[src/fpw_pkg.sv]
// shared types, codes and constants of the packed framebuffer pixel writer
package fpw_pkg;

  localparam int MAX_DIM      = 1024;
  localparam int CRD_W        = $clog2(MAX_DIM);
  localparam int DIM_W        = CRD_W + 1;
  localparam int PIX_W        = 24;
  localparam int FB_BYTES_DEF = 131072;
  localparam int QUEUE_DEPTH  = 4;
  localparam int PADDR_W      = 4;
  localparam int PDATA_W      = 32;

  localparam logic [1:0] MODE_MONO   = 2'd0;
  localparam logic [1:0] MODE_GREY   = 2'd1;
  localparam logic [1:0] MODE_RGB565 = 2'd2;
  localparam logic [1:0] MODE_RGB888 = 2'd3;

  localparam logic REQ_AREA  = 1'b0;
  localparam logic REQ_PIXEL = 1'b1;

  localparam logic [1:0] REG_PIXEL_MODE = 2'd0;
  localparam logic [1:0] REG_FB_WIDTH   = 2'd1;
  localparam logic [1:0] REG_FB_HEIGHT  = 2'd2;
  localparam logic [1:0] REG_SWAP_BYTES = 2'd3;

  localparam logic [1:0]       RST_PIXEL_MODE = MODE_RGB565;
  localparam logic [DIM_W-1:0] RST_FB_WIDTH   = DIM_W'(240);
  localparam logic [DIM_W-1:0] RST_FB_HEIGHT  = DIM_W'(240);

  localparam logic [15:0] MONO_LIMIT = 16'h8FFF;
  localparam logic [1:0]  GREY_MASK  = 2'h3;

  localparam logic [1:0] KIND_ACK  = 2'd0;
  localparam logic [1:0] KIND_RMW  = 2'd1;
  localparam logic [1:0] KIND_COPY = 2'd2;

  typedef struct packed {
    logic [1:0]       pixel_mode;
    logic [DIM_W-1:0] fb_width;
    logic [DIM_W-1:0] fb_height;
    logic             swap_bytes;
  } cfg_t;

  typedef struct packed {
    logic [1:0]  kind;
    logic [7:0]  mask;
    logic [23:0] bytes;
    logic        three;
  } entry_t;

endpackage

[src/fpw_queue.sv]
// small fifo between front and back end
module fpw_queue #(
  parameter int W     = 8,
  parameter int DEPTH = fpw_pkg::QUEUE_DEPTH
) (
  input  logic         clk,
  input  logic         rst,
  input  logic         push_valid,
  output logic         push_ready,
  input  logic [W-1:0] push_data,
  output logic         pop_valid,
  input  logic         pop,
  output logic [W-1:0] pop_data
);

  localparam int PTR_W = (DEPTH > 1) ? $clog2(DEPTH) : 1;
  localparam int CNT_W = $clog2(DEPTH + 1);

  logic [W-1:0]     slots [DEPTH];
  logic [PTR_W-1:0] wr_ptr;
  logic [PTR_W-1:0] rd_ptr;
  logic [CNT_W-1:0] count;
  logic             do_push;
  logic             do_pop;

  assign push_ready = (count != CNT_W'(DEPTH));
  assign pop_valid  = (count != '0);
  assign pop_data   = slots[rd_ptr];
  assign do_push    = push_valid && push_ready;
  assign do_pop     = pop && pop_valid;

  always_ff @(posedge clk) begin
    if (rst) begin
      wr_ptr <= '0;
      rd_ptr <= '0;
      count  <= '0;
    end else begin
      if (do_push) begin
        wr_ptr <= (wr_ptr == PTR_W'(DEPTH - 1)) ? '0 : wr_ptr + PTR_W'(1);
      end
      if (do_pop) begin
        rd_ptr <= (rd_ptr == PTR_W'(DEPTH - 1)) ? '0 : rd_ptr + PTR_W'(1);
      end
      if (do_push && !do_pop) begin
        count <= count + CNT_W'(1);
      end else if (do_pop && !do_push) begin
        count <= count - CNT_W'(1);
      end
    end
  end

  always_ff @(posedge clk) begin
    if (do_push) begin
      slots[wr_ptr] <= push_data;
    end
  end

endmodule

[config.mk]
export PLATFORM = sky130hd
export DESIGN_NAME = fpw_queue
export DESIGN_NICKNAME = d
export VERILOG_FILES = /design/src/fpw_pkg.sv /design/src/fpw_queue.sv
export SDC_FILE = /design/constraint.sdc
export NUM_CORES = 1
export LEC_CHECK = 0
export BUFFER_PORTS_ARGS = -buffer_cell sky130_fd_sc_hd__buf_2
export CAP_MARGIN = 10
export CORE_ASPECT_RATIO = 0.5
export CORE_MARGIN = 4
export CORE_UTILIZATION = 29
export DETAILED_ROUTE_END_ITERATION = 8
export RECOVER_POWER = 50
export REMOVE_ABC_BUFFERS = 1
export SLEW_MARGIN = 20
export SYNTH_ARGS = -nofsm -noshare
export SYNTH_HDL_FRONTEND = slang
export SYNTH_SLANG_ARGS = --single-unit
[constraint.sdc]
create_clock -name clk -period 4 [get_ports clk]
set_input_delay 0.2 -clock clk [delete_from_list [all_inputs] [get_ports clk]]
set_output_delay 0.2 -clock clk [all_outputs]
set_load 0.01 [all_outputs]
==> out/results.ini <==
[routing]
routed_wl_um = 2439
first_iter_violations = 28
drc = 0
vias = 787
firstDrtPassIters = 4
avgViaCountPerCell = 4.254
detail-route-antenna-nets = 0
wl_per_cell_um = 13.18

[clocking]
cts_buffers = 5
cts_setup_buffers = 0
cts_root_buf = clkbuf_16
cts_resized = 0
cts.path.max_buffers = 2
cts_sinks = 41
cts_tree = yes
ctsHoldBuffers = 0
htreeDepth = 2
clk_pin_slew_ps = 60
clk_latency_ps = 270

[power]
ir_worst_vdd_mv = 0.2195
power.density_nw_per_um2 = 638.7
p_leak_nw = 0.6904

[timing]
fin_hold_ws_ps = 182.2
fin_crit_sh_pct = 60.13
fin_crit_ps = 2405
slew_violations = 0
rsz0062_at_grt = false
finalSetupViolCount = 0
fmax_mhz = 415.8
slew_headroom_pct = 63.94
fin_setup_tns_ps = 0
hold_viol_final = 0
tightest_slew_ps = 540.1
clock_skew_ps = 5.225

[final_layout]
drive_gt1_share_pct = 29.57
num-fill-cells = 485
mostFrequentLayoutCells = edfxtp_1 (32), buf_2 (13), dfxtp_1 (9), mux4_2 (8), clkbuf_1 (8)
multi_input_area_sq_um = 460.4
register_area_sq_um = 1141
area_growth_syn_to_layout_pct = 18.61
final_common_cell = edfxtp_1
antenna_cells = 0
design_area_sq_um = 1938
nNetsFinal = 133

[logic_synthesis]
seq_area_frac_synth_pct = 69.83
synth_area_per_cell_sq_um = 18.16
syn-cell-area_sq_um = 1634
yosysUniqueCellTypes = 26
yosysWarnings = 0
synth_edf_count = 32
netlist_instances = 90
synth_seq_cells = 41
yosys_most_used_dff = edfxtp_1
synthArstFlopShare_pct = 0

[grt]
grt_usage_pct = 7.888
antenna_found_initial = 0
grt_overflow = 0
grt_pass1_vias = 832
grt_pass1_wl_um = 4064
grt_max_degree = 14

[min_path]
holdCritStartpoint = push_data[2]
min_path_type = input port to flop

[die]
fp.dieArea_sq_um = 6973
io_pins = 22
core_sq_um = 5180
die_y_um = 61.08
initial_core_util_pct = 31.55
die_w_um = 114.2
rows = 18

[worst_setup_path]
start_kind = flop
r2r-start = count[0]
cp_data_arrival_time_ps = 2610
critPathKind = flop to flop
startpoint = count[0]
crit_fanout = 7
end_kind = flop
cp.required_ps = 4200

[place]
io_buffer_count = 21
dpl_cell_area_sq_um = 1809
hpwl_um = 1749
place.gp.congestion = 0.6879

[job]
maxCapViolCount = 0

[run_status]
status = finished clean

## sequential cells by signal, indices dropped and copies added, names as in the netlist, named ones only
signal / count
slots: 32
count: 3
rd_ptr: 2
wr_ptr: 2
## synthesized netlist by cell type (all sizes together) (3+ instances only)
library cell  instances  area, sq um
inv                   3        11.26
nor2                  3        11.26
or3                   3        21.27
mux2i                 3        30.03
ha                    6        75.07
mux4                  8        180.2
dfxtp                 9        180.2
edfxtp               32        960.9
and3                  4        30.03
## cells by family (layout without fill, tap and decap cells)
family	count (synthesis)	after routing	share of synthesized area [%]
XOR/XNOR	2	2	1.072
adder cells (fa/ha/maj)	7	7	5.819
buffers and inverters	7	32	1.760
multiplexers	11	11	12.86
flip-flops	41	41	69.83
AND/OR/NAND/NOR	17	17	6.508
AO/OA/AOI/OAI	5	5	2.144
## metal layers
layer  GRT usage, %  wire length (um)
met1          9.051               996
met2          13.89              1348
met3          2.944                79
met4          3.046                15
met5              0                 0
## metrics by stage
stage	setup slack, ps	util [%]	cells	power (mW)
3_3_place_gp	1734	34.93	177	0.8751
6_report	1595	37.42	185	1.238
4_1_cts	1659	37.68	185	1.263
5_1_grt	1442	37.42	185	1.318
3_5_place_dp	1672	34.93	177	0.8857
2_1_floorplan	1831	-	86	0.7845
## layout make-up
type	instances	area share [%]
Clock buffer	5	6.456
Clock inverter	3	0.9038
Inverter	3	0.5810
Multi-Input combinational cell	42	23.76
Sequential cell	41	58.88
Tap cell	70	4.519
Timing Repair Buffer	21	4.906
## where the power goes
part,switching (mW),total [mW],internal [mW]
combinational,0.140,0.290,0.149
sequential,0.0515,0.576,0.524
clock,0.144,0.372,0.228
## critical path: stages (launching register included)
cell	delay (ps)
dfxtp_1	430
or3b_1	240
and2_0	280
ha_1	240
inv_1	60
fa_1	380
xor2_1	160
or3_2	400
a21oi_1	140
## final timing paths
| kind | endpoint | slack (ps) | cells past startpoint |
|---|---|---|---|
| max | count[2] | 1590 | 8 |
| min | slots[3][2] | 180 | 1 |
| max reg2reg | count[2] | 1590 | 8 |
| min reg2reg | rd_ptr[0] | 500 | 2 |
Note: power is estimated with default switching activity, not from simulation.
