`config.mk`:
```
export PLATFORM = sky130hd
export DESIGN_NAME = fpw_regs
export DESIGN_NICKNAME = d
export VERILOG_FILES = /design/src/fpw_pkg.sv /design/src/fpw_regs.sv
export SDC_FILE = /design/constraint.sdc
export NUM_CORES = 1
export LEC_CHECK = 0
export ABC_AREA = 0
export BUFFER_PORTS_ARGS = -buffer_cell sky130_fd_sc_hd__buf_2
export CAP_MARGIN = 20
export CELL_PAD_IN_SITES_DETAIL_PLACEMENT = 0
export CELL_PAD_IN_SITES_GLOBAL_PLACEMENT = 1
export CORE_ASPECT_RATIO = 0.75
export CORE_UTILIZATION = 25
export DETAILED_ROUTE_END_ITERATION = 10
export HOLD_SLACK_MARGIN = 0.06
export PLACE_DENSITY = 0.88
export SYNTH_ARGS = -nofsm -noshare
export SYNTH_HDL_FRONTEND = slang
export SYNTH_SLANG_ARGS = --single-unit
```
`constraint.sdc`:
```
create_clock -name clk -period 1.9 [get_ports clk]
set_clock_uncertainty 0.2 [all_clocks]
set_input_delay 0.57 -clock clk [delete_from_list [all_inputs] [get_ports clk]]
set_output_delay 0.57 -clock clk [all_outputs]
set_load 0.02 [all_outputs]
```
`src/fpw_pkg.sv`:
```
// shared types, codes and constants of the packed framebuffer pixel writer
package fpw_pkg;

  localparam int MAX_DIM      = 1024;
  localparam int CRD_W        = $clog2(MAX_DIM);
  localparam int DIM_W        = CRD_W + 1;
  localparam int PIX_W        = 24;
  localparam int FB_BYTES_DEF = 131072;
  localparam int QUEUE_DEPTH  = 4;
  localparam int PADDR_W      = 4;
  localparam int PDATA_W      = 32;

  localparam logic [1:0] MODE_MONO   = 2'd0;
  localparam logic [1:0] MODE_GREY   = 2'd1;
  localparam logic [1:0] MODE_RGB565 = 2'd2;
  localparam logic [1:0] MODE_RGB888 = 2'd3;

  localparam logic REQ_AREA  = 1'b0;
  localparam logic REQ_PIXEL = 1'b1;

  localparam logic [1:0] REG_PIXEL_MODE = 2'd0;
  localparam logic [1:0] REG_FB_WIDTH   = 2'd1;
  localparam logic [1:0] REG_FB_HEIGHT  = 2'd2;
  localparam logic [1:0] REG_SWAP_BYTES = 2'd3;

  localparam logic [1:0]       RST_PIXEL_MODE = MODE_RGB565;
  localparam logic [DIM_W-1:0] RST_FB_WIDTH   = DIM_W'(240);
  localparam logic [DIM_W-1:0] RST_FB_HEIGHT  = DIM_W'(240);

  localparam logic [15:0] MONO_LIMIT = 16'h8FFF;
  localparam logic [1:0]  GREY_MASK  = 2'h3;

  localparam logic [1:0] KIND_ACK  = 2'd0;
  localparam logic [1:0] KIND_RMW  = 2'd1;
  localparam logic [1:0] KIND_COPY = 2'd2;

  typedef struct packed {
    logic [1:0]       pixel_mode;
    logic [DIM_W-1:0] fb_width;
    logic [DIM_W-1:0] fb_height;
    logic             swap_bytes;
  } cfg_t;

  typedef struct packed {
    logic [1:0]  kind;
    logic [7:0]  mask;
    logic [23:0] bytes;
    logic        three;
  } entry_t;

endpackage

```
`src/fpw_regs.sv`:
```
// configuration registers behind the apb port
module fpw_regs (
  input  logic                             clk,
  input  logic                             rst,
  input  logic                             psel,
  input  logic                             penable,
  input  logic                             pwrite,
  input  logic [fpw_pkg::PADDR_W-1:0]      paddr,
  input  logic [fpw_pkg::PDATA_W-1:0]      pwdata,
  output logic [fpw_pkg::PDATA_W-1:0]      prdata,
  output logic                             pready,
  output fpw_pkg::cfg_t                    cfg
);

  logic       wr_en;
  logic [1:0] reg_index;

  assign pready    = 1'b1;
  assign wr_en     = psel && penable && pwrite && pready;
  assign reg_index = paddr[3:2];

  always_ff @(posedge clk) begin
    if (rst) begin
      cfg.pixel_mode <= fpw_pkg::RST_PIXEL_MODE;
      cfg.fb_width   <= fpw_pkg::RST_FB_WIDTH;
      cfg.fb_height  <= fpw_pkg::RST_FB_HEIGHT;
      cfg.swap_bytes <= 1'b0;
    end else if (wr_en) begin
      unique case (reg_index)
        fpw_pkg::REG_PIXEL_MODE: cfg.pixel_mode <= pwdata[1:0];
        fpw_pkg::REG_FB_WIDTH:   cfg.fb_width   <= pwdata[fpw_pkg::DIM_W-1:0];
        fpw_pkg::REG_FB_HEIGHT:  cfg.fb_height  <= pwdata[fpw_pkg::DIM_W-1:0];
        default:                 cfg.swap_bytes <= pwdata[0];
      endcase
    end
  end

  always_comb begin
    unique case (reg_index)
      fpw_pkg::REG_PIXEL_MODE: prdata = fpw_pkg::PDATA_W'(cfg.pixel_mode);
      fpw_pkg::REG_FB_WIDTH:   prdata = fpw_pkg::PDATA_W'(cfg.fb_width);
      fpw_pkg::REG_FB_HEIGHT:  prdata = fpw_pkg::PDATA_W'(cfg.fb_height);
      default:                 prdata = fpw_pkg::PDATA_W'(cfg.swap_bytes);
    endcase
  end

endmodule

```
==> results of run 1 <==
area by class of cell:
class                   instances  area [µm²]
fillers                       524        3080
multi-input cells             108         830
repair buffers                 65         523
flip-flops and latches         25         500
well taps                      72        90.1
clock buffers                   4        45.0
cell families after synthesis:
group	Yosys count
AO/OA/AOI/OAI	12
buffers and inverters	31
flip-flops	25
multiplexers	26
other	2
AND/OR/NAND/NOR	48
layer usage:
layer	part of all wire, %	vias up	wire length (µm)
met5	0	-	0
met4	0.11	0	4
met3	4.9	2	173
met2	46	34	1650
met1	49	527	1740
li1	-	553	-
worst max-delay path: stages:
cell	delay, ps
buf_8	90
buf_6	90
mux4_2	490
buf_6	150
cell usage after synthesis, drive strengths merged:
library cell	n	area, µm²
buf	28	213
dfxtp	25	500
mux2i	25	250
nand2b	22	138
nor2	14	52.6
a22o	9	78.8
nand2	4	17.5
clkbuf	3	11.3
and2	2	15.0
conb	2	7.51
o21ai	2	10.0
a21oi	1	5.00
and2b	1	7.51
and3	1	6.26
mux4	1	22.5
nand3	1	5.00
nand4	1	6.26
nor2b	1	8.76
or3	1	6.26
what timing repair did:
action / in CTS / in global routing
setup endpoints to repair: 11 / 11
buffers inserted: 3 / 2
pin swaps: 3 / 1
gates resized for setup: 33 / 2
cloned: 1 / 1
per-stage QoR:
stage	utilization, %	cell area [µm²]	cells	TNS (ps)
global route	39.3	1990	274	-2630
floorplan	-	1550	164	-1290
global placement	34.4	1740	264	-3590
CTS	38.3	1940	271	-2630
finish	39.3	1990	274	-2460
detailed placement	34.4	1740	264	-3720
how the worst max path moves through the flow:
| stage | from | to | slack [ps] | cells after the start |
|---|---|---|---|---|
| after floorplan | paddr[3] | prdata[10] | -130 | 4 |
| after global placement | paddr[3] | prdata[3] | -350 | 5 |
| after detailed placement | paddr[3] | prdata[2] | -350 | 5 |
| after CTS | paddr[3] | prdata[0] | -270 | 4 |
| after global routing | paddr[3] | prdata[0] | -260 | 4 |
| final | paddr[3] | prdata[0] | -250 | 4 |
power by group through the flow:
stage	sequential (W)	clock (W)	combinational, W
detailed placement	0.000549	0	0.000197
CTS	0.000537	0.000334	0.000231
global placement	0.000549	0	0.000195
global route	0.000538	0.000354	0.000258
floorplan	0.000557	0	0.000166
finish	0.000537	0.000317	0.000243
==> summary.md, run 1 <==
| Metric | Value |
|---|---|
| Max Cap Viol | 0 |
| R2r startpoint | cfg[2] |
| Antenna violations before repair | 0 |
| Diode count | 0 |
| Layout area overhead | 46.0% |
| Final hold slack | between 300 and 400 ps |
| CTS Hold Bufs | 0 |
| Starting DRC count in detailed routing | 29 |
| Crit path arrival time | approximately 1400 ps |
| Critical R2R Capture | cfg[2] |
| WP data required | 1130 ps |
| Commonest non-fill, non-tap cell in the layout | buf_2 |
| Post-synthesis sequential area ratio | ~37% |
| Clock sink count | 25 |
| Failing checks | negative setup slack |
| Simple-Gate Fraction of Synth Area | about 19% |
| GRT met2 Usage | 20.1% |
| Gpl congestion | about 0.70 |
| Hold Crit Depth | 2 |
| CTS tree | yes |
| Cells after Synth | ~140 |
| Antenna Nets Post-Route | 0 |
| Ports | 99 |
| Total GRT Usage | between 10% and 20% |
| Overflow after GRT | 0 |
| Avg Vias per Cell | 4.07 |
| Critical path class | input port to primary output |
| Synthesized flop and latch total | 25 |
| FMAX | 0.465 GHz |
| Worst Slack Setup Final | -250 ps |
| Period utilization | 113% |
| Leak pwr | a little under 1 nW |
| Internal power | about 0.0008 W |
| Post-Synth XOR/XNOR Area | 0% |
| Yosys warns | 0 |
| R2r setup slk | ~1000 ps |
| Floorplan Core Area | just over 5000 µm² |
| Largest net degree at the start of global routing | 38 |
| Worst R2R Path Depth | 2 |
| First-pass GRT wire length | roughly 5400 µm |
| Yosys cell types | 23 |
| Most frequent cells in the layout | buf_2 (40), dfxtp_1 (25), mux2i_1 (24) |
| Number of flip-flops in the largest register | 25 |
| Compound-Gate Fraction of Synth Area | 6.89% |
| Clock share of power | between 20% and 30% |
| DRT Pass-1 Iters | 3 |
| CP Max Fanout | 5 |
| Via Count | 1,116 |
| TritonCTS Buffers | 3 |
| H-tree depth | 1 |
| Synth Area per Inst | approximately 9.5 µm² |
| RSZ-0062 raised after global routing | yes |
| Die width | about 87 µm |
| Crit end category | primary output |
| Net Sw Frac | about 28% |
| Most Crowded Layer GR | met2 |
| Top reg by flops | cfg |
| Post-Synth Adder-Cell Area | 0% |
| Comb power frac | 22.1% |
| Max Buffers Root-to-Sink | 2 |
| Worst Hold Class | flip-flop to flip-flop |
| Final setup fails | 11 |
| Met1 global-route usage | between 10% and 20% |
| Multiplexer area fraction after synthesis | about 20% |
| Die Y | around 66 µm |
| Vias in the first global route | between 1,000 and 1,500 |
| Clk_lat worst skew | between 200 and 300 ps |
| Final min period | between 2000 and 2500 ps |
| Top flop regs | cfg (25) |
| Grt met3 use | between 4 and 5% |
| Ratio of cells with drive above 1 in the final layout | between 40% and 50% |
| Setup WS pre-CTS | -354 ps |
| Reg power frac | slightly below 50% |
| Detailed Place HPWL | 2330 µm |
| Nets | 244 |
| I/O Buffers | between 50 and 60 |
| CTS root buf | clkbuf_8 |
| Hold endpoint | cfg[20] |
| HP Start | cfg[20] |
| DIE AREA | 5750 µm² |
| DRC | 0 |
| Main combinational cell family by area after synthesis | multiplexers |
| Routed WL | around 3600 µm |
| Final Slew Violations | 0 |
| Initial Util | between 20% and 30% |
| Row cnt | 22 |
| Switch Pwr | slightly above 0.0003 W |
| Clock transition at path regs | about 90 ps |
| Drt wl/cell | ~13 µm |
| Status | finished with violations |
| Total Power | between 0.001 and 0.0015 W |
| Pwr/cell area | approximately 550 nW/µm² |
| Startpoint types | input port |
| Synth Cell Area | 1360 µm² |
| VDD IR max | around 0.3 mV |
| Final hold viol count | 0 |
Note: power is estimated with default switching activity, not from simulation.
==> run 2: changes to the inputs <==
--- a/config.mk
+++ b/config.mk
@@ -14,7 +14,9 @@
 export CORE_UTILIZATION = 25
 export DETAILED_ROUTE_END_ITERATION = 10
 export HOLD_SLACK_MARGIN = 0.06
+export MAX_ROUTING_LAYER = met4
 export PLACE_DENSITY = 0.88
 export SYNTH_ARGS = -nofsm -noshare
 export SYNTH_HDL_FRONTEND = slang
 export SYNTH_SLANG_ARGS = --single-unit
+export TNS_END_PERCENT = 50
==> run 2 against run 1 <==
- the flow still finishes with violations (negative setup slack)
- flip-flop and latch count unchanged
- core utilization down 1.5 points
- first-iteration DRC count down 79%
- largest cell class unchanged
- global-route usage down 1.1 points
- largest power group unchanged
- critical path depth up 1
==> summary.md, run 2 (synthesized netlist as in run 1, its figures left out) <==
| Metric | Value |
|---|---|
| Status | finished with violations |
| Failing checks | negative setup slack |
| Fill cell count | about 530 |
| Avg Vias per Cell | 4.02 |
| HP Start | cfg[2] |
| Nets | approximately 240 |
| WP data required | 1130 ps |
| DIE AREA | roughly 5700 µm² |
| TritonCTS Buffers | 3 |
| Total GRT Usage | between 10 and 15% |
| DRT Pass-1 Iters | 3 |
| Gpl congestion | 0.698 |
| Max Buffers Root-to-Sink | 2 |
| First-pass GRT wire length | 4700 µm |
| Critical path class | input port to primary output |
| Sum Neg Setup Slack | -2560 ps |
| Antenna violations before repair | 0 |
| Number of flip-flops in the largest register | 25 |
| Final setup fails | 11 |
| VDD IR max | roughly 0.25 mV |
| Detailed Place HPWL | 2300 µm |
| Antenna Nets Post-Route | 0 |
| CTS Hold Bufs | 0 |
| Total Power | 0.00107 W |
| Final Util | roughly 38% |
| Placed cell area | between 1500 and 2000 µm² |
| CTS root buf | clkbuf_8 |
| Final hold viol count | 0 |
| Clock share of power | 29.1% |
| Crit path arrival time | 1380 ps |
| DRC | 0 |
| Floorplan Core Area | 5060 µm² |
| FMAX | 0.465 GHz |
| RSZ-0062 raised after global routing | yes |
| Largest net degree at the start of global routing | 27 |
| Via Count | around 1,100 |
| Die width | about 87 µm |
| Top reg by flops | cfg |
| Switch Pwr | 0.000294 W |
| Clk_lat worst skew | about 260 ps |
| Startpoint types | input port |
| Die Y | around 66 µm |
| Comb power frac | 20.6% |
| CTS tree | yes |
| Post-layout instance area | between 1500 and 2000 µm² |
| Crit end category | primary output |
| Final min period | about 2100 ps |
| Clock transition at path regs | approximately 90 ps |
| Row cnt | 22 |
| Ratio of cells with drive above 1 in the final layout | between 40% and 50% |
| Diode count | 0 |
| Vias in the first global route | between 900 and 1,000 |
| Leak pwr | around 0.95 nW |
| Initial Util | a little over a quarter |
| Commonest non-fill, non-tap cell in the layout | buf_2 |
| Final Non-Filler Cells | around 270 |
| Drt wl/cell | about 12 µm |
| Clock sink count | 25 |
| Final Slew Violations | 0 |
| Ports | 99 |
| Max Cap Viol | 0 |
| Layout area overhead | 40.6% |
| Overflow after GRT | 0 |
| Placed Cells | 264 |
| Period utilization | 113% |
| Net Sw Frac | 27.5% |
| Crit path from | paddr[3] |
| I/O Buffers | 53 |
| R2r startpoint | cfg[13] |
| Worst Slack Setup Final | -249 ps |
| Reg power frac | about half |
| Internal power | a little under 0.0008 W |
| H-tree depth | 1 |
| CP Max Fanout | 11 |
| Routed WL | ~3200 µm |
| Top flop regs | cfg (25) |
| Most frequent cells in the layout | buf_2 (42), mux2i_1 (25), dfxtp_1 (25) |
| Starting DRC count in detailed routing | 6 |
| Worst Hold Class | flip-flop to flip-flop |
| Pwr/cell area | ~560 nW/µm² |
## run 2: cell count changes in the layout (fill, tap and decap cells not counted), sizes merged
| cell | before | now |
|---|---|---|
| buf | 64 | 63 |
| clkbuf | 5 | 3 |
| clkinv | 0 | 1 |
## run 2: layout make-up
class	instances	area [µm²]	area share [%]
clock buffers	3	41.3	2.16
well taps	72	90.1	4.71
flip-flops and latches	25	500	26.1
clock inverters	1	5.00	0.261
repair buffers	63	465	24.3
multi-input cells	108	812	42.4
## run 2: what timing repair did
| action | in CTS | in global routing |
|---|---|---|
| pin swaps | 2 | 0 |
| setup endpoints to repair | 11 | 11 |
| resized for setup | 22 | 6 |
| hold endpoints to repair | 0 | 0 |
| gates cloned | 1 | 0 |
| buffers inserted | 2 | 1 |
## run 2: critical path: stages
cell and delay (ps):
buf_8 100, nor2b_2 160, buf_12 150, a22o_4 240
buf_2 150
## run 2: through the flow
step / hold slack [ps] / worst slack (ps)
6_report: 301 / -249
5_1_grt: 323 / -267
4_1_cts: 304 / -306
3_5_place_dp: 287 / -360
3_3_place_gp: 276 / -349
2_1_floorplan: 355 / -126
## run 2: per-layer routing
layer  routed length, µm  GRT usage, %
met5                   0             -
met4                   0          1.23
met3                 190          3.87
met2                1470          18.0
met1                1520          14.0
## run 2: power groups by stage
stage                     sequential [W]  combinational [W]  clock [W]
after floorplan                 0.000557           0.000166          0
after global placement          0.000549           0.000191          0
after detailed placement        0.000549           0.000193          0
after CTS                       0.000537           0.000216   0.000330
after global routing            0.000538           0.000235   0.000347
final                           0.000537           0.000219   0.000311
## run 2: path summary, 6_finish.rpt
check                   end  slack [ps]  cells past startpoint
hold reg to reg      cfg[2]         300                      2
setup reg to reg    cfg[13]        1040                      2
hold / removal       cfg[2]         300                      2
setup / recovery  prdata[6]        -250                      5
==> run 3: changes to the inputs <==
--- a/config.mk
+++ b/config.mk
@@ -11,11 +11,12 @@
 export CELL_PAD_IN_SITES_DETAIL_PLACEMENT = 0
 export CELL_PAD_IN_SITES_GLOBAL_PLACEMENT = 1
 export CORE_ASPECT_RATIO = 0.75
-export CORE_UTILIZATION = 25
+export CORE_UTILIZATION = 26
+export CTS_BUF_LIST = sky130_fd_sc_hd__clkbuf_8
 export DETAILED_ROUTE_END_ITERATION = 10
 export HOLD_SLACK_MARGIN = 0.06
 export MAX_ROUTING_LAYER = met4
-export PLACE_DENSITY = 0.88
+export PLACE_DENSITY = 0.9
 export SYNTH_ARGS = -nofsm -noshare
 export SYNTH_HDL_FRONTEND = slang
 export SYNTH_SLANG_ARGS = --single-unit
==> run 3 against run 2 <==
- clock-buffer cell count unchanged
- the flow still finishes with violations (negative setup slack)
- cell area is 2.9% lower
- via count shrank 1.7%
- highest routed layer unchanged
- global-route usage up 0.83 points
- critical path depth unchanged
==> summary.md, run 3 (synthesized netlist as in run 1, its figures left out) <==
| Metric | Value |
|---|---|
| Status | finished with violations |
| Failing checks | negative setup slack |
| Layout area overhead | 36.5% |
| Row cnt | 22 |
| Floorplan Core Area | 4950 µm² |
| Die Y | around 65 µm |
| Period utilization | 114% |
| Largest net degree at the start of global routing | 27 |
| Ports | between 90 and 100 |
| Setup WS pre-CTS | -366 ps |
| Final Non-Filler Cells | between 200 and 300 |
| Met3 layer wire length in the routed design | 177 µm |
| Final hold viol count | 0 |
| Clock transition at path regs | 80 ps |
| Delay of the slowest critical-path stage | 250 ps |
| Antenna violations before repair | 0 |
| Clock sink count | 25 |
| Buf/Inv on CP | 3 |
| Fill cell count | about 530 |
| Vias in the first global route | 995 |
| Number of flip-flops in the largest register | 25 |
| I/O Buffers | 53 |
| Crit path arrival time | roughly 1400 ps |
| Slowest CP cell | and2b_2 |
| Startpoint types | input port |
| Final setup fails | 11 |
| Nets | 240 |
| RSZ-0062 raised after global routing | yes |
| Routed WL | approximately 3100 µm |
| Gpl congestion | 0.728 |
| Detailed Place HPWL | 2310 µm |
| First-pass GRT wire length | approximately 5100 µm |
| VDD IR max | 0.260 mV |
| Final min period | ~2200 ps |
| H-tree depth | 1 |
| Final Slew Violations | 0 |
| CTS tree | yes |
| Top flop regs | cfg (25) |
| Ratio of cells with drive above 1 in the final layout | roughly two fifths |
| Post-Route M1 WL | 1510 µm |
| Top reg by flops | cfg |
| Most frequent cells in the layout | buf_2 (41), dfxtp_1 (25), mux2i_1 (24) |
| Uppermost layer routed | met3 |
| Leak pwr | just over 0.9 nW |
| WP data required | 1130 ps |
| DRC | 0 |
| TritonCTS Buffers | 3 |
| Top cell by count, worst path | buf_6 |
| WL met2 | 1450 µm |
| Initial Util | 27.5% |
| Pwr/cell area | roughly 570 nW/µm² |
| Clk_lat worst skew | 270 ps |
| Diode count | 0 |
| Overflow after GRT | 0 |
| Worst Hold Class | flip-flop to flip-flop |
| CP Max Fanout | 7 |
| Delay-heaviest family, CP | buffers and inverters |
| Worst Slack Setup Final | -259 ps |
| Max Buffers Root-to-Sink | 2 |
| Die width | 85.6 µm |
| Placed Cells | about 250 |
| Commonest non-fill, non-tap cell in the layout | buf_2 |
| Crit end category | primary output |
| Drt wl/cell | between 10 and 15 µm |
| DIE AREA | ~5500 µm² |
| Critical path class | input port to primary output |
| Antenna Nets Post-Route | 0 |
| Starting DRC count in detailed routing | between 60 and 70 |
| CTS root buf | clkbuf_8 |
| Max Cap Viol | 0 |
| FMAX | 0.463 GHz |
| Cells along the critical path | buf_8 -> and2b_2 -> buf_6 -> a22o_4 -> buf_6 |
| Avg Vias per Cell | between 4 and 5 |
| DRT Pass-1 Iters | 4 |
| Via Count | 1,074 |
| Total GRT Usage | around 12% |
==> run 3: tightest hold or removal path, delay by kind of cell, from the launching register on <==
family | cells | cell delay [ps]
multiplexers | 1 | 60
flip-flops | 1 | 330
AND/OR/NAND/NOR | 1 | 70
==> run 3: repair_timing <==
action                     CTS  global route
resized for setup           26             3
buffers inserted             1             1
hold buffers                 0             0
setup endpoints to repair   11            11
pin swaps                    1             0
==> run 3: final timing paths <==
kind              startpoint        end  slack, ps  depth (start not counted)
setup / recovery    paddr[3]  prdata[6]       -260                          5
hold / removal       cfg[23]    cfg[23]        300                          2
setup reg to reg     cfg[19]    cfg[19]       1040                          2
hold reg to reg      cfg[23]    cfg[23]        300                          2
==> run 3: area by class of cell <==
class	count	area (µm²)	share of cell area (%)
Clock buffer	3	41.3	2.22
Clock inverter	1	3.75	0.202
Multi-Input combinational cell	108	810	43.6
Sequential cell	25	500	26.9
Tap cell	60	75.1	4.04
Timing Repair Buffer	61	428	23.0
==> run 3: per-layer routing <==
metal	up-vias	GRT usage, %
met2	37	19.5
li1	543	-
met5	-	-
met4	0	1.25
met3	0	3.57
met1	494	15.3
==> run 3: through the flow <==
stage	area [µm²]	hold slack, ps	TNS [ps]	total power [W]	utilization [%]
after global placement	1700	277	-3660	0.000736	34.4
after global routing	1860	326	-2930	0.00112	37.5
final	1860	295	-2630	0.00106	37.5
after detailed placement	1700	289	-3770	0.000738	34.4
after CTS	1840	301	-2700	0.00107	37.1
after floorplan	1550	355	-1290	0.000723	-
==> run 3: power by group <==
group	total, W	switching (W)	leakage, nW	internal, W
registers	0.000537	0.00000620	0.202	0.000530
clock network	0.000311	0.000166	0.0269	0.000145
logic	0.000213	0.000122	0.695	0.0000909
