**src/fpw_pkg.sv**
```systemverilog
// shared types, codes and constants of the packed framebuffer pixel writer
package fpw_pkg;

  localparam int MAX_DIM      = 1024;
  localparam int CRD_W        = $clog2(MAX_DIM);
  localparam int DIM_W        = CRD_W + 1;
  localparam int PIX_W        = 24;
  localparam int FB_BYTES_DEF = 131072;
  localparam int QUEUE_DEPTH  = 4;
  localparam int PADDR_W      = 4;
  localparam int PDATA_W      = 32;

  localparam logic [1:0] MODE_MONO   = 2'd0;
  localparam logic [1:0] MODE_GREY   = 2'd1;
  localparam logic [1:0] MODE_RGB565 = 2'd2;
  localparam logic [1:0] MODE_RGB888 = 2'd3;

  localparam logic REQ_AREA  = 1'b0;
  localparam logic REQ_PIXEL = 1'b1;

  localparam logic [1:0] REG_PIXEL_MODE = 2'd0;
  localparam logic [1:0] REG_FB_WIDTH   = 2'd1;
  localparam logic [1:0] REG_FB_HEIGHT  = 2'd2;
  localparam logic [1:0] REG_SWAP_BYTES = 2'd3;

  localparam logic [1:0]       RST_PIXEL_MODE = MODE_RGB565;
  localparam logic [DIM_W-1:0] RST_FB_WIDTH   = DIM_W'(240);
  localparam logic [DIM_W-1:0] RST_FB_HEIGHT  = DIM_W'(240);

  localparam logic [15:0] MONO_LIMIT = 16'h8FFF;
  localparam logic [1:0]  GREY_MASK  = 2'h3;

  localparam logic [1:0] KIND_ACK  = 2'd0;
  localparam logic [1:0] KIND_RMW  = 2'd1;
  localparam logic [1:0] KIND_COPY = 2'd2;

  typedef struct packed {
    logic [1:0]       pixel_mode;
    logic [DIM_W-1:0] fb_width;
    logic [DIM_W-1:0] fb_height;
    logic             swap_bytes;
  } cfg_t;

  typedef struct packed {
    logic [1:0]  kind;
    logic [7:0]  mask;
    logic [23:0] bytes;
    logic        three;
  } entry_t;

endpackage

```
**src/fpw_front.sv**
```systemverilog
// front end: accepts items, walks the area cursor, computes byte address and merge data
module fpw_front #(
  parameter int FB_BYTES = fpw_pkg::FB_BYTES_DEF,
  parameter int ADDR_W   = $clog2(FB_BYTES)
) (
  input  logic                          clk,
  input  logic                          rst,
  input  fpw_pkg::cfg_t                 cfg,
  input  logic                          hold,
  input  logic                          in_valid,
  output logic                          in_ready,
  input  logic                          req_type,
  input  logic [fpw_pkg::CRD_W-1:0]     x_first,
  input  logic [fpw_pkg::CRD_W-1:0]     y_first,
  input  logic [fpw_pkg::CRD_W-1:0]     x_last,
  input  logic [fpw_pkg::CRD_W-1:0]     y_last,
  input  logic [fpw_pkg::PIX_W-1:0]     pixel,
  output logic                          push_valid,
  input  logic                          push_ready,
  output fpw_pkg::entry_t               push_entry,
  output logic [ADDR_W-1:0]             push_addr
);

  localparam int CRD_W  = fpw_pkg::CRD_W;
  localparam int STR_W  = fpw_pkg::DIM_W + 2;
  localparam int PROD_W = CRD_W + STR_W;
  localparam int XO_W   = CRD_W + 2;
  localparam int FULL_W = PROD_W + 1;
  localparam logic [FULL_W-1:0] LIM_ONE   = FULL_W'(FB_BYTES);
  localparam logic [FULL_W-1:0] LIM_TWO   = FULL_W'(FB_BYTES - 2);
  localparam logic [FULL_W-1:0] LIM_THREE = FULL_W'(FB_BYTES - 3);

  // cursor state
  logic [CRD_W-1:0] cursor_x;
  logic [CRD_W-1:0] cursor_y;
  logic [CRD_W-1:0] row_start;
  logic [CRD_W-1:0] row_end;
  logic [CRD_W-1:0] area_bottom;
  logic             area_done;

  // stage one
  logic              s1_valid;
  logic              s1_ack;
  logic [1:0]        s1_mode;
  logic [PROD_W-1:0] s1_prod;
  logic [XO_W-1:0]   s1_xoff;
  logic [7:0]        s1_mask;
  logic [23:0]       s1_bytes;

  logic              accept;
  logic              is_pixel;
  logic              on_screen;
  logic [STR_W-1:0]  w_ext;
  logic [STR_W-1:0]  stride;
  logic [PROD_W-1:0] prod;
  logic [XO_W-1:0]   x_ext;
  logic [XO_W-1:0]   xoff;
  logic [7:0]        gsum;
  logic [1:0]        grey_val;
  logic [2:0]        grey_sh;
  logic [7:0]        mask;
  logic [23:0]       bytes;
  logic [FULL_W-1:0] addr_full;
  logic              fits;

  assign in_ready = !hold && (!s1_valid || push_ready);
  assign accept   = in_valid && in_ready;
  assign is_pixel = (req_type == fpw_pkg::REQ_PIXEL);
  assign on_screen = ({1'b0, cursor_x} < cfg.fb_width) && ({1'b0, cursor_y} < cfg.fb_height);

  assign w_ext   = STR_W'(cfg.fb_width);
  assign x_ext   = XO_W'(cursor_x);
  assign gsum    = 8'(pixel[15:11]) + 8'({pixel[10:5], 1'b0}) + 8'(pixel[4:0]);
  assign grey_val = ~gsum[3:2];
  assign grey_sh = {cursor_x[1:0], 1'b0};
  assign prod    = cursor_y * stride;

  always_comb begin
    unique case (cfg.pixel_mode)
      fpw_pkg::MODE_MONO: begin
        stride = (w_ext + STR_W'(7)) >> 3;
        xoff   = x_ext >> 3;
        mask   = 8'd1 << cursor_x[2:0];
        bytes  = 24'((pixel[15:0] <= fpw_pkg::MONO_LIMIT) ? mask : 8'd0);
      end
      fpw_pkg::MODE_GREY: begin
        stride = (w_ext + STR_W'(3)) >> 2;
        xoff   = x_ext >> 2;
        mask   = 8'(fpw_pkg::GREY_MASK) << grey_sh;
        bytes  = 24'(8'(grey_val) << grey_sh);
      end
      fpw_pkg::MODE_RGB565: begin
        stride = w_ext << 1;
        xoff   = x_ext << 1;
        mask   = 8'hFF;
        bytes  = cfg.swap_bytes ? {8'd0, pixel[7:0], pixel[15:8]} : pixel;
      end
      default: begin
        stride = w_ext + (w_ext << 1);
        xoff   = x_ext + (x_ext << 1);
        mask   = 8'hFF;
        bytes  = pixel;
      end
    endcase
  end

  always_ff @(posedge clk) begin
    if (rst) begin
      cursor_x    <= '0;
      cursor_y    <= '0;
      row_start   <= '0;
      row_end     <= '0;
      area_bottom <= '0;
      area_done   <= 1'b0;
      s1_valid    <= 1'b0;
    end else begin
      if (accept) begin
        s1_valid <= 1'b1;
      end else if (push_ready) begin
        s1_valid <= 1'b0;
      end
      if (accept && !is_pixel) begin
        row_start   <= x_first;
        cursor_x    <= x_first;
        cursor_y    <= y_first;
        row_end     <= x_last;
        area_bottom <= y_last;
        area_done   <= (y_first > y_last);
      end else if (accept && !area_done) begin
        if (cursor_x >= row_end) begin
          cursor_x <= row_start;
          if (cursor_y >= area_bottom) begin
            area_done <= 1'b1;
          end else begin
            cursor_y <= cursor_y + CRD_W'(1);
          end
        end else begin
          cursor_x <= cursor_x + CRD_W'(1);
        end
      end
    end
  end

  always_ff @(posedge clk) begin
    if (accept) begin
      s1_ack   <= !is_pixel || area_done || !on_screen;
      s1_mode  <= cfg.pixel_mode;
      s1_prod  <= prod;
      s1_xoff  <= xoff;
      s1_mask  <= mask;
      s1_bytes <= bytes;
    end
  end

  // stage two: final address and range check
  assign addr_full = FULL_W'(s1_prod) + FULL_W'(s1_xoff);

  always_comb begin
    unique case (s1_mode)
      fpw_pkg::MODE_RGB565: fits = (addr_full <= LIM_TWO);
      fpw_pkg::MODE_RGB888: fits = (addr_full <= LIM_THREE);
      default:              fits = (addr_full < LIM_ONE);
    endcase
  end

  always_comb begin
    push_valid       = s1_valid;
    push_entry.mask  = s1_mask;
    push_entry.bytes = s1_bytes;
    push_entry.three = (s1_mode == fpw_pkg::MODE_RGB888);
    push_addr        = addr_full[ADDR_W-1:0];
    if (s1_ack || !fits) begin
      push_entry.kind = fpw_pkg::KIND_ACK;
      push_addr       = '0;
    end else if (s1_mode == fpw_pkg::MODE_MONO || s1_mode == fpw_pkg::MODE_GREY) begin
      push_entry.kind = fpw_pkg::KIND_RMW;
    end else begin
      push_entry.kind = fpw_pkg::KIND_COPY;
    end
  end

endmodule

```
**config.mk**
```make
export PLATFORM = sky130hd
export DESIGN_NAME = fpw_front
export DESIGN_NICKNAME = d
export VERILOG_FILES = /design/src/fpw_pkg.sv /design/src/fpw_front.sv
export SDC_FILE = /design/constraint.sdc
export NUM_CORES = 1
export LEC_CHECK = 0
export ABC_CLOCK_PERIOD_IN_PS = 23400
export BUFFER_PORTS_ARGS = -buffer_cell sky130_fd_sc_hd__buf_2
export CAP_MARGIN = 30
export CORE_ASPECT_RATIO = 0.8
export CORE_MARGIN = 2
export CORE_UTILIZATION = 45
export CTS_CLUSTER_DIAMETER = 200
export DETAILED_ROUTE_END_ITERATION = 8
export PLACE_DENSITY = 0.63
export SLEW_MARGIN = 0
export SYNTH_ARGS = -nofsm -noshare
export SYNTH_HDL_FRONTEND = slang
export SYNTH_SLANG_ARGS = --single-unit
```
**constraint.sdc**
```tcl
create_clock -name clk -period 23.4 [get_ports clk]
set_input_delay 4.68 -clock clk [delete_from_list [all_inputs] [get_ports clk]]
set_output_delay 4.68 -clock clk [all_outputs]
set_load 0.01 [all_outputs]
```
==> impl_metrics.json, run 1 <==
{
  "rsz0062_at_grt": "no",
  "pwr-share-seq": 0.327,
  "worst_pin_slew_ps": 923,
  "pwr-share-clk": 0.330,
  "clock.fmax_ghz": 0.0834,
  "drc_errors": 0,
  "die_y_um": 155,
  "p_leak_nw": 6.84,
  "grt_max_degree": 71,
  "core_um2": 28200,
  "cp_data_arrival_time_ps": 12180,
  "initial_core_util": 0.456,
  "criticalPathCategory": "in -> reg",
  "yosys.cell_types.count": 72,
  "clockRootBuffer": "clkbuf_16",
  "htree_levels": 4,
  "die_x_um": 193,
  "p_sw_uw": 290,
  "num_vias": 10700,
  "nets": 1910,
  "min_period_ps": 11990,
  "path_clk_slew_ps": 60,
  "gp_congestion": 0.880,
  "clk_latency_ps": 430,
  "final_cells": 1957,
  "portBuffers": 148,
  "grt_antenna_before_repair": 2,
  "grt_pass1_vias": 10300,
  "postSynthAreaPerCell_um2": 8.90,
  "power.internal_uw": 517,
  "dr.pass1.iters": 5,
  "routedWlPerCell_um": 17.2,
  "synth.most_common_cell": "inv_1",
  "endpoint_kind": "register",
  "ios": 149,
  "setup_viol": 0,
  "post_cts_buffers": 0,
  "power_density_nw_per_um2": 55.3,
  "yosys_warnings": 0,
  "grt_first_pass_wirelength_mm": 54.4,
  "async_flop_share": 0,
  "place_inst": 1924,
  "syn_inst": 1447,
  "synth-seq-cells": 122,
  "cts_buffers": 17,
  "relSlewSlack": 0.385,
  "drive_gt1_frac": 0.138,
  "ir_worst_vdd_v": 0.0000510,
  "nFillCells": 2676,
  "dieArea_um2": 30000,
  "synth_edf_count": 70,
  "drt_iter0_markers": 872,
  "design_area_um2": 14600,
  "clockBufferDepth": 2,
  "clock_skew_ps": 8.83,
  "startpoint_type": "primary input",
  "grt_use_total": 0.232,
  "timing.setup.tns_ps": 0,
  "timing.final.max_slew_violations": 0,
  "hold_buffers": 0,
  "maxCapViolCount": 0,
  "clock_sinks": 122,
  "swShare": 0.360,
  "grt-ovfl-total": 0,
  "status": "finished clean",
  "placed_cell_area_um2": 14000,
  "synth_area_leaders": "edfxtp_1 (16%), ha_1 (15%), fa_1 (14%)",
  "rows": 55,
  "hold_path.class": "reg -> reg",
  "tritoncts": "built",
  "worstPathMaxFanout": 53,
  "comb_power_share": 0.343,
  "required_ps": 23590,
  "synth_top_cell_by_area": "edfxtp_1",
  "synth-main-ff-cell": "edfxtp_1",
  "syn_nets": 1784,
  "area_growth_pct": 13.2,
  "post_cts_resized": 0,
  "synth_top_area_share": 0.163,
  "finalHoldViolations": 0,
  "ys_top_cells_by_count": "inv_1 (178), nand2_1 (166), ha_1 (150)",
  "dp_hpwl_mm": 26.2,
  "routed_wl_mm": 33.7,
  "fin_crit_sh": 0.512,
  "yosysSeqAreaShare": 0.244,
  "syn_area_um2": 12900,
  "final_util": 0.517,
  "ant_nets": 0,
  "routed_via_density": 5.45
}
## area by class of cell
cell class | count | area, µm² | area share
tap | 370 | 463 | 0.0318
inverter | 179 | 672 | 0.0461
clock buffer | 17 | 425 | 0.0292
clock inverter | 15 | 161 | 0.0111
timing repair buffer | 166 | 873 | 0.0599
sequential | 122 | 3140 | 0.216
antenna | 1 | 2.50 | 0.000172
multi-input combinational | 1087 | 8840 | 0.606
## path summary, 6_finish.rpt
kind,start,endpoint,slack (ps),cells after the start
worst max-delay path,cfg[24],s1_prod[21]$_DFFE_PP_,11410,24
worst min-delay path,row_start[0]$_SDFFE_PP0P_,row_start[0]$_SDFFE_PP0P_,450,2
worst max register to register,cursor_y[9]$_SDFFE_PP0P_,s1_prod[21]$_DFFE_PP_,17330,18
worst min register to register,row_start[0]$_SDFFE_PP0P_,row_start[0]$_SDFFE_PP0P_,450,2
## state kept, by name, indices dropped and copies added, names as in the netlist
register     cells
s1_xoff         12
s1_mask          8
push_valid       1
row_start       10
s1_prod         23
cursor_x        10
cursor_y        10
area_bottom     10
s1_ack           1
row_end         10
area_done        1
s1_bytes        24
s1_mode          2
## worst max-delay path, cell delays in order
cell and delay [ps]:
buf_2 80, buf_4 460, clkinv_1 770, a21oi_1 370
a21oi_1 60, o21ai_1 540, nand2_1 170, fa_1 560
inv_1 50, fa_1 450, ha_1 330, fa_1 530
inv_1 50, fa_1 520, inv_1 40, ha_1 350
nand3_1 110, o211ai_1 110, o41ai_1 630, o21ai_0 390
a221o_1 440, a21o_1 180, a21oi_1 180, xnor2_1 80
## through the flow
stage	power (mW)	setup slack (ps)	hold WS [ps]
finish	0.807	11410	453
global route	0.862	10690	473
CTS	0.812	11340	453
detailed placement	0.542	10890	445
global placement	0.536	11040	439
floorplan	0.462	11850	432
## power groups by stage
stage	Clock, mW	Sequential, mW	Combinational [mW]
final	0.266	0.264	0.276
after global routing	0.282	0.266	0.314
after CTS	0.271	0.264	0.277
after detailed placement	0	0.268	0.274
after global placement	0	0.267	0.269
after floorplan	0	0.261	0.201
## cells by family (layout without fill, tap and decap cells)
group                    after synthesis  count (layout)  share of synthesized area
other                                  0               1                          0
adder cells (fa/ha/maj)              242             242                      0.289
flip-flops                           122             122                      0.244
multiplexers                          15              15                     0.0224
XOR/XNOR                              80              80                     0.0544
buffers and inverters                238             377                     0.0700
AND/OR/NAND/NOR                      463             463                      0.173
AO/OA/AOI/OAI                        287             287                      0.147
## placed cells by master, fill, tap and decap left out, types with 10 or more instances in the layout
cell type and n:
and3_1 20, nand2_1 166, edfxtp_1 70, a211oi_1 17
inv_1 178, nand4_1 13, fa_1 92, clkbuf_16 17
xor2_1 24, ha_1 150, xnor2_1 56, nor2b_1 17
nand2b_1 10, o21ai_0 47, a21oi_1 96, a22o_1 11
nand3_1 37, buf_4 17, mux4_2 11, o211ai_1 16
nor2_1 84, dfxtp_1 52, nor3_1 16, and2_1 71
a21o_1 20, buf_2 149
## per-layer routing
metal	share of wire	track usage	vias to the layer above
met4	0.0087	0.0397	2
li1	-	-	5221
met3	0.067	0.0478	31
met5	0.00047	0	-
met2	0.44	0.347	308
met1	0.49	0.349	5105
Power figures use the tool's default switching activity.
==> run 2: changes to the inputs <==
- ABC_CLOCK_PERIOD_IN_PS: 23400 -> 12100
- clock period: 23.4 -> 12.1 ns (I/O delays scaled with it)
==> run 2 against run 1 <==
Sequential cell count stayed put. Clock power is 74% higher. Worst hold slack worse by 0.91 ps.
==> impl_metrics.json, run 2 (synthesis results as in run 1) <==
{
  "status": "finished clean",
  "clockBufferDepth": 2,
  "timing.setup.tns_ps": 0,
  "hold_depth": 2,
  "clk_latency_ps": 440,
  "tritoncts": "built",
  "crit_start": "cfg[12]",
  "die_y_um": 155,
  "portBuffers": 148,
  "setup_viol": 0,
  "timing.final.max_slew_violations": 0,
  "p_leak_nw": 6.80,
  "min_from": "row_end[6]$_SDFFE_PP0P_",
  "rows": 55,
  "min_period_ps": 9510,
  "pwr-share-clk": 0.307,
  "drc_errors": 0,
  "cp_data_arrival_time_ps": 9700,
  "worst_pin_slew_ps": 899,
  "cts_buffers": 17,
  "drt_iter0_markers": 800,
  "core_um2": 28200,
  "pwr-share-seq": 0.342,
  "slowest_stage": "o41ai_1",
  "largestRegisters": "s1_bytes x24, s1_prod x23, s1_xoff x12",
  "max_stage_delay_ps": 730,
  "maxCapViolCount": 0,
  "hold_path.class": "reg -> reg",
  "r2r_start": "cursor_y[3]$_SDFFE_PP0P_",
  "grt_use_total": 0.233,
  "startpoint_type": "primary input",
  "top_register": "s1_bytes",
  "dr.pass1.iters": 5,
  "ios": 149,
  "final_cells": 1954,
  "clock_sinks": 122,
  "nets": 1906,
  "dieArea_um2": 30000,
  "nFillCells": 2679,
  "path_clk_slew_ps": 60,
  "layout_common_cells": "inv_1 (178), nand2_1 (166), ha_1 (150), buf_2 (148), a21oi_1 (96)",
  "ir_worst_vdd_v": 0.0000836,
  "criticalPathCategory": "in -> reg",
  "largest_register_ffs": 24,
  "hold_buffers": 0,
  "power.internal_uw": 952,
  "ff_latch_area_um2": 3140,
  "multi_input_area_um2": 8840,
  "die_x_um": 193,
  "grt_max_degree": 67,
  "relSlewSlack": 0.398,
  "area_growth_pct": 12.6,
  "p_sw_uw": 555,
  "clock.fmax_ghz": 0.105,
  "power_density_nw_per_um2": 104,
  "required_ps": 12290,
  "post_cts_buffers": 0,
  "clockRootBuffer": "clkbuf_16",
  "comb_power_share": 0.351,
  "routed_wl_mm": 34.2,
  "grt_pass1_vias": 10200,
  "hold_path_end": "row_end[6]$_SDFFE_PP0P_",
  "rsz0062_at_grt": "no",
  "fin_crit_sh": 0.786,
  "routed_via_density": 5.47,
  "num_vias": 10700,
  "grt_antenna_before_repair": 5,
  "place_inst": 1920,
  "ant_nets": 0,
  "endpoint_kind": "register",
  "worstPathMaxFanout": 9,
  "r2r_end": "s1_prod[21]$_DFFE_PP_",
  "rrSetupSlack_ps": 5710,
  "initial_core_util": 0.456,
  "grt_first_pass_wirelength_mm": 54.7,
  "dp_hpwl_mm": 26.6,
  "final_common_cell": "inv_1",
  "htree_levels": 4,
  "post_cts_resized": 0,
  "reg2regPathDepth": 18,
  "swShare": 0.368,
  "clock_skew_ps": 12.1,
  "gp_congestion": 0.905,
  "finalHoldViolations": 0,
  "routedWlPerCell_um": 17.5,
  "grt-ovfl-total": 0,
  "drive_gt1_frac": 0.135
}
[run 2: cell count changes in the layout (fill, tap and decap cells not counted), sizes merged]
cell      before  now
clkinv         4   10
buf          166  162
inv          185  182
bufinv         2    0
clkinvlp       3    2
diode          1    2
[run 2: stage by stage]
step	setup WS (ps)	util	instance area [µm²]	hold slack, ps	power [mW]
after floorplan	2810	-	12900	432	0.893
after global placement	2400	0.495	14000	438	1.03
after detailed placement	2200	0.495	14000	443	1.05
after CTS	2670	0.514	14500	452	1.51
after global routing	2100	0.514	14500	464	1.61
final	2590	0.514	14500	452	1.51
[run 2: cell type report]
class,instances,area share
clock inverters,15,0.00699
inverters,179,0.0464
multi-input cells,1087,0.610
flip-flops and latches,122,0.217
diodes,2,0.000345
well taps,370,0.0319
clock buffers,17,0.0294
repair buffers,162,0.0584
[run 2: routing by layer]
layer  up-vias  routed length (µm)  GRT usage
met3        36                2210     0.0532
met1      5133               16600      0.351
met2       303               15000      0.341
met5         -                  37          0
li1       5219                   -          -
met4         6                 352     0.0455
[run 2: critical path, delay by kind of cell]
family,cells,cell delay (ps)
AND/OR/NAND/NOR,2,630
adder cells (fa/ha/maj),8,3400
XOR/XNOR,2,240
AO/OA/AOI/OAI,10,2520
buffers and inverters,7,480
[run 2: power groups by stage]
stage / clock network [mW] / registers [mW] / logic [mW]
finish: 0.463 / 0.516 / 0.528
global route: 0.492 / 0.520 / 0.596
CTS: 0.470 / 0.515 / 0.527
detailed placement: 0 / 0.524 / 0.522
global placement: 0 / 0.523 / 0.511
floorplan: 0 / 0.505 / 0.388
[run 2: how the worst max path moves through the flow]
stage	end	slack, ps	cells after the start
floorplan	s1_prod[21]$_DFFE_PP_	2810	27
global placement	s1_prod[21]$_DFFE_PP_	2400	29
detailed placement	s1_prod[21]$_DFFE_PP_	2200	29
CTS	s1_prod[21]$_DFFE_PP_	2670	29
global route	s1_prod[21]$_DFFE_PP_	2100	29
finish	s1_prod[21]$_DFFE_PP_	2590	29
==> run 3: changes to the inputs <==
- ABC_CLOCK_PERIOD_IN_PS: 12100 -> 9700
- clock period: 12.1 -> 9.7 ns (I/O delays scaled with it)
==> run 3 against run 2 <==
Final cell count grew 0.26%. Core utilization grew 0.23 points. Clock-buffer cell count grew 1. Design area grew 0.46%. Clock power grew 30%. Global-route usage shrank 0.20 points. Sequential cell count is the same. Register-to-register slack lost 2100 ps. Routed wire length shrank 1.6%. Die area is the same. Highest routed layer unchanged.
==> impl_metrics.json, run 3 (synthesis results as in run 1) <==
{
  "hold_path_end": "area_bottom[7]$_SDFFE_PP0P_",
  "startpoint_type": "primary input",
  "grt_pass1_vias": 10300,
  "setup_viol": 0,
  "p_leak_nw": 6.84,
  "tritoncts": "built",
  "routed_via_density": 5.48,
  "relSlewSlack": 0.414,
  "largest_register_ffs": 24,
  "r2r_end": "s1_prod[21]$_DFFE_PP_",
  "cpMostUsedCell": "fa_1",
  "nets": 1912,
  "placed_cell_area_um2": 14000,
  "hold_path.class": "reg -> reg",
  "ios": 149,
  "hold_depth": 2,
  "ir_worst_vdd_v": 0.000101,
  "drc_errors": 0,
  "clock_skew_ps": 11.8,
  "htree_levels": 4,
  "drt_iter0_markers": 984,
  "routed_wl_mm": 33.6,
  "grt_antenna_before_repair": 4,
  "clockRootBuffer": "clkbuf_16",
  "largestRegisters": "s1_bytes x24, s1_prod x23, s1_xoff x12",
  "status": "finished clean",
  "clk_latency_ps": 430,
  "cp_data_arrival_time_ps": 9010,
  "cts_buffers": 17,
  "ant_nets": 0,
  "dieArea_um2": 30000,
  "clock_sinks": 122,
  "rows": 55,
  "area_growth_pct": 13.1,
  "die_y_um": 155,
  "clockBufferDepth": 2,
  "place_ws_ps": 488,
  "post_cts_buffers": 0,
  "min_from": "area_bottom[7]$_SDFFE_PP0P_",
  "r2r_start": "cursor_y[3]$_SDFFE_PP0P_",
  "grt_max_degree": 68,
  "hold_buffers": 0,
  "die_x_um": 193,
  "worst_slack_ps": 869,
  "design_area_um2": 14600,
  "ff_latch_area_um2": 3140,
  "timing.final.max_slew_violations": 0,
  "num_vias": 10700,
  "path_clk_slew_ps": 60,
  "clock.fmax_ghz": 0.113,
  "reg2regPathDepth": 18,
  "routedWlPerCell_um": 17.2,
  "worstPathMaxFanout": 10,
  "crit_buf_inv": 6,
  "slowest_stage": "fa_1",
  "timing.setup.tns_ps": 0,
  "grtUsageMet1": 0.344,
  "power_density_nw_per_um2": 131,
  "post_cts_resized": 0,
  "final_common_cell": "inv_1",
  "rrSetupSlack_ps": 3580,
  "grt-ovfl-total": 0,
  "worst_pin_slew_ps": 879,
  "met2_usage": 0.348,
  "initial_core_util": 0.456,
  "grt_first_pass_wirelength_mm": 54.2,
  "dr.pass1.iters": 6,
  "multi_input_area_um2": 8840,
  "dp_hpwl_mm": 26.6,
  "core_um2": 28200,
  "finalHoldViolations": 0,
  "nFillCells": 2624,
  "drive_gt1_frac": 0.138,
  "rsz0062_at_grt": "no",
  "grt_use_total": 0.231,
  "max_stage_delay_ps": 550,
  "fin_crit_sh": 0.910,
  "met3_usage": 0.0465,
  "criticalPathCategory": "in -> reg",
  "portBuffers": 148,
  "top_register": "s1_bytes",
  "gp_congestion": 0.887,
  "endpoint_kind": "register",
  "min_period_ps": 8830,
  "path_delay_family": "adder cells",
  "busiest_layer": "met2",
  "required_ps": 9880,
  "layout_common_cells": "inv_1 (178), nand2_1 (166), ha_1 (150), buf_2 (148), a21oi_1 (96)",
  "maxCapViolCount": 0
}
==> run 3: cell types whose count changed in the layout (fill, tap and decap cells not counted) <==
cell / before / now
inv_6: 3 / 4
clkinv_4: 2 / 3
bufinv_16: 0 / 1
inv_8: 1 / 0
diode_2: 2 / 1
clkbuf_1: 0 / 1
clkinv_2: 4 / 3
buf_4: 14 / 20
clkinv_1: 4 / 3
clkinvlp_4: 2 / 1
==> run 3: through the flow <==
| stage | std cells | utilization | total power [mW] | hold WS [ps] |
|---|---|---|---|---|
| 4_1_cts | 1958 | 0.516 | 1.91 | 454 |
| 6_report | 1959 | 0.516 | 1.90 | 454 |
| 3_5_place_dp | 1926 | 0.496 | 1.30 | 446 |
| 2_1_floorplan | 1447 | - | 1.11 | 432 |
| 5_1_grt | 1959 | 0.516 | 2.03 | 477 |
| 3_3_place_gp | 1926 | 0.496 | 1.29 | 438 |
==> run 3: tightest hold or removal path: stages, from the launching register on <==
cell,delay [ps]
dfxtp_1,310
nand2_1,50
a21oi_1,50
==> run 3: per-layer routing <==
layer  vias to the layer above  wire length (µm)
met5                         -                16
li1                       5223                 -
met2                       338             14800
met1                      5145             16000
met3                        26              2440
met4                         2               308
==> run 3: power breakdown <==
group	internal (mW)	switching, mW	total, mW	leakage [nW]
Combinational	0.269	0.389	0.658	5.48
Clock	0.352	0.250	0.603	0.270
Sequential	0.595	0.0461	0.641	1.09
==> run 3: final cells by class <==
cell class | count | share of cell area
Sequential cell | 122 | 0.216
Tap cell | 370 | 0.0318
Inverter | 179 | 0.0461
Multi-Input combinational cell | 1087 | 0.607
Timing Repair Buffer | 168 | 0.0612
Clock buffer | 18 | 0.0295
Antenna cell | 1 | 0.000172
Clock inverter | 14 | 0.00834
==> run 3: worst max-delay path by stage <==
stage          startpoint               endpoint  slack [ps]  depth (start not counted)
2_1_floorplan     cfg[13]  s1_prod[21]$_DFFE_PP_         890                         27
3_3_place_gp      cfg[13]  s1_prod[21]$_DFFE_PP_         680                         28
3_5_place_dp      cfg[13]  s1_prod[21]$_DFFE_PP_         490                         28
4_1_cts           cfg[13]  s1_prod[21]$_DFFE_PP_         920                         28
5_1_grt           cfg[14]  s1_prod[21]$_DFFE_PP_         500                         28
6_report          cfg[13]  s1_prod[21]$_DFFE_PP_         870                         28
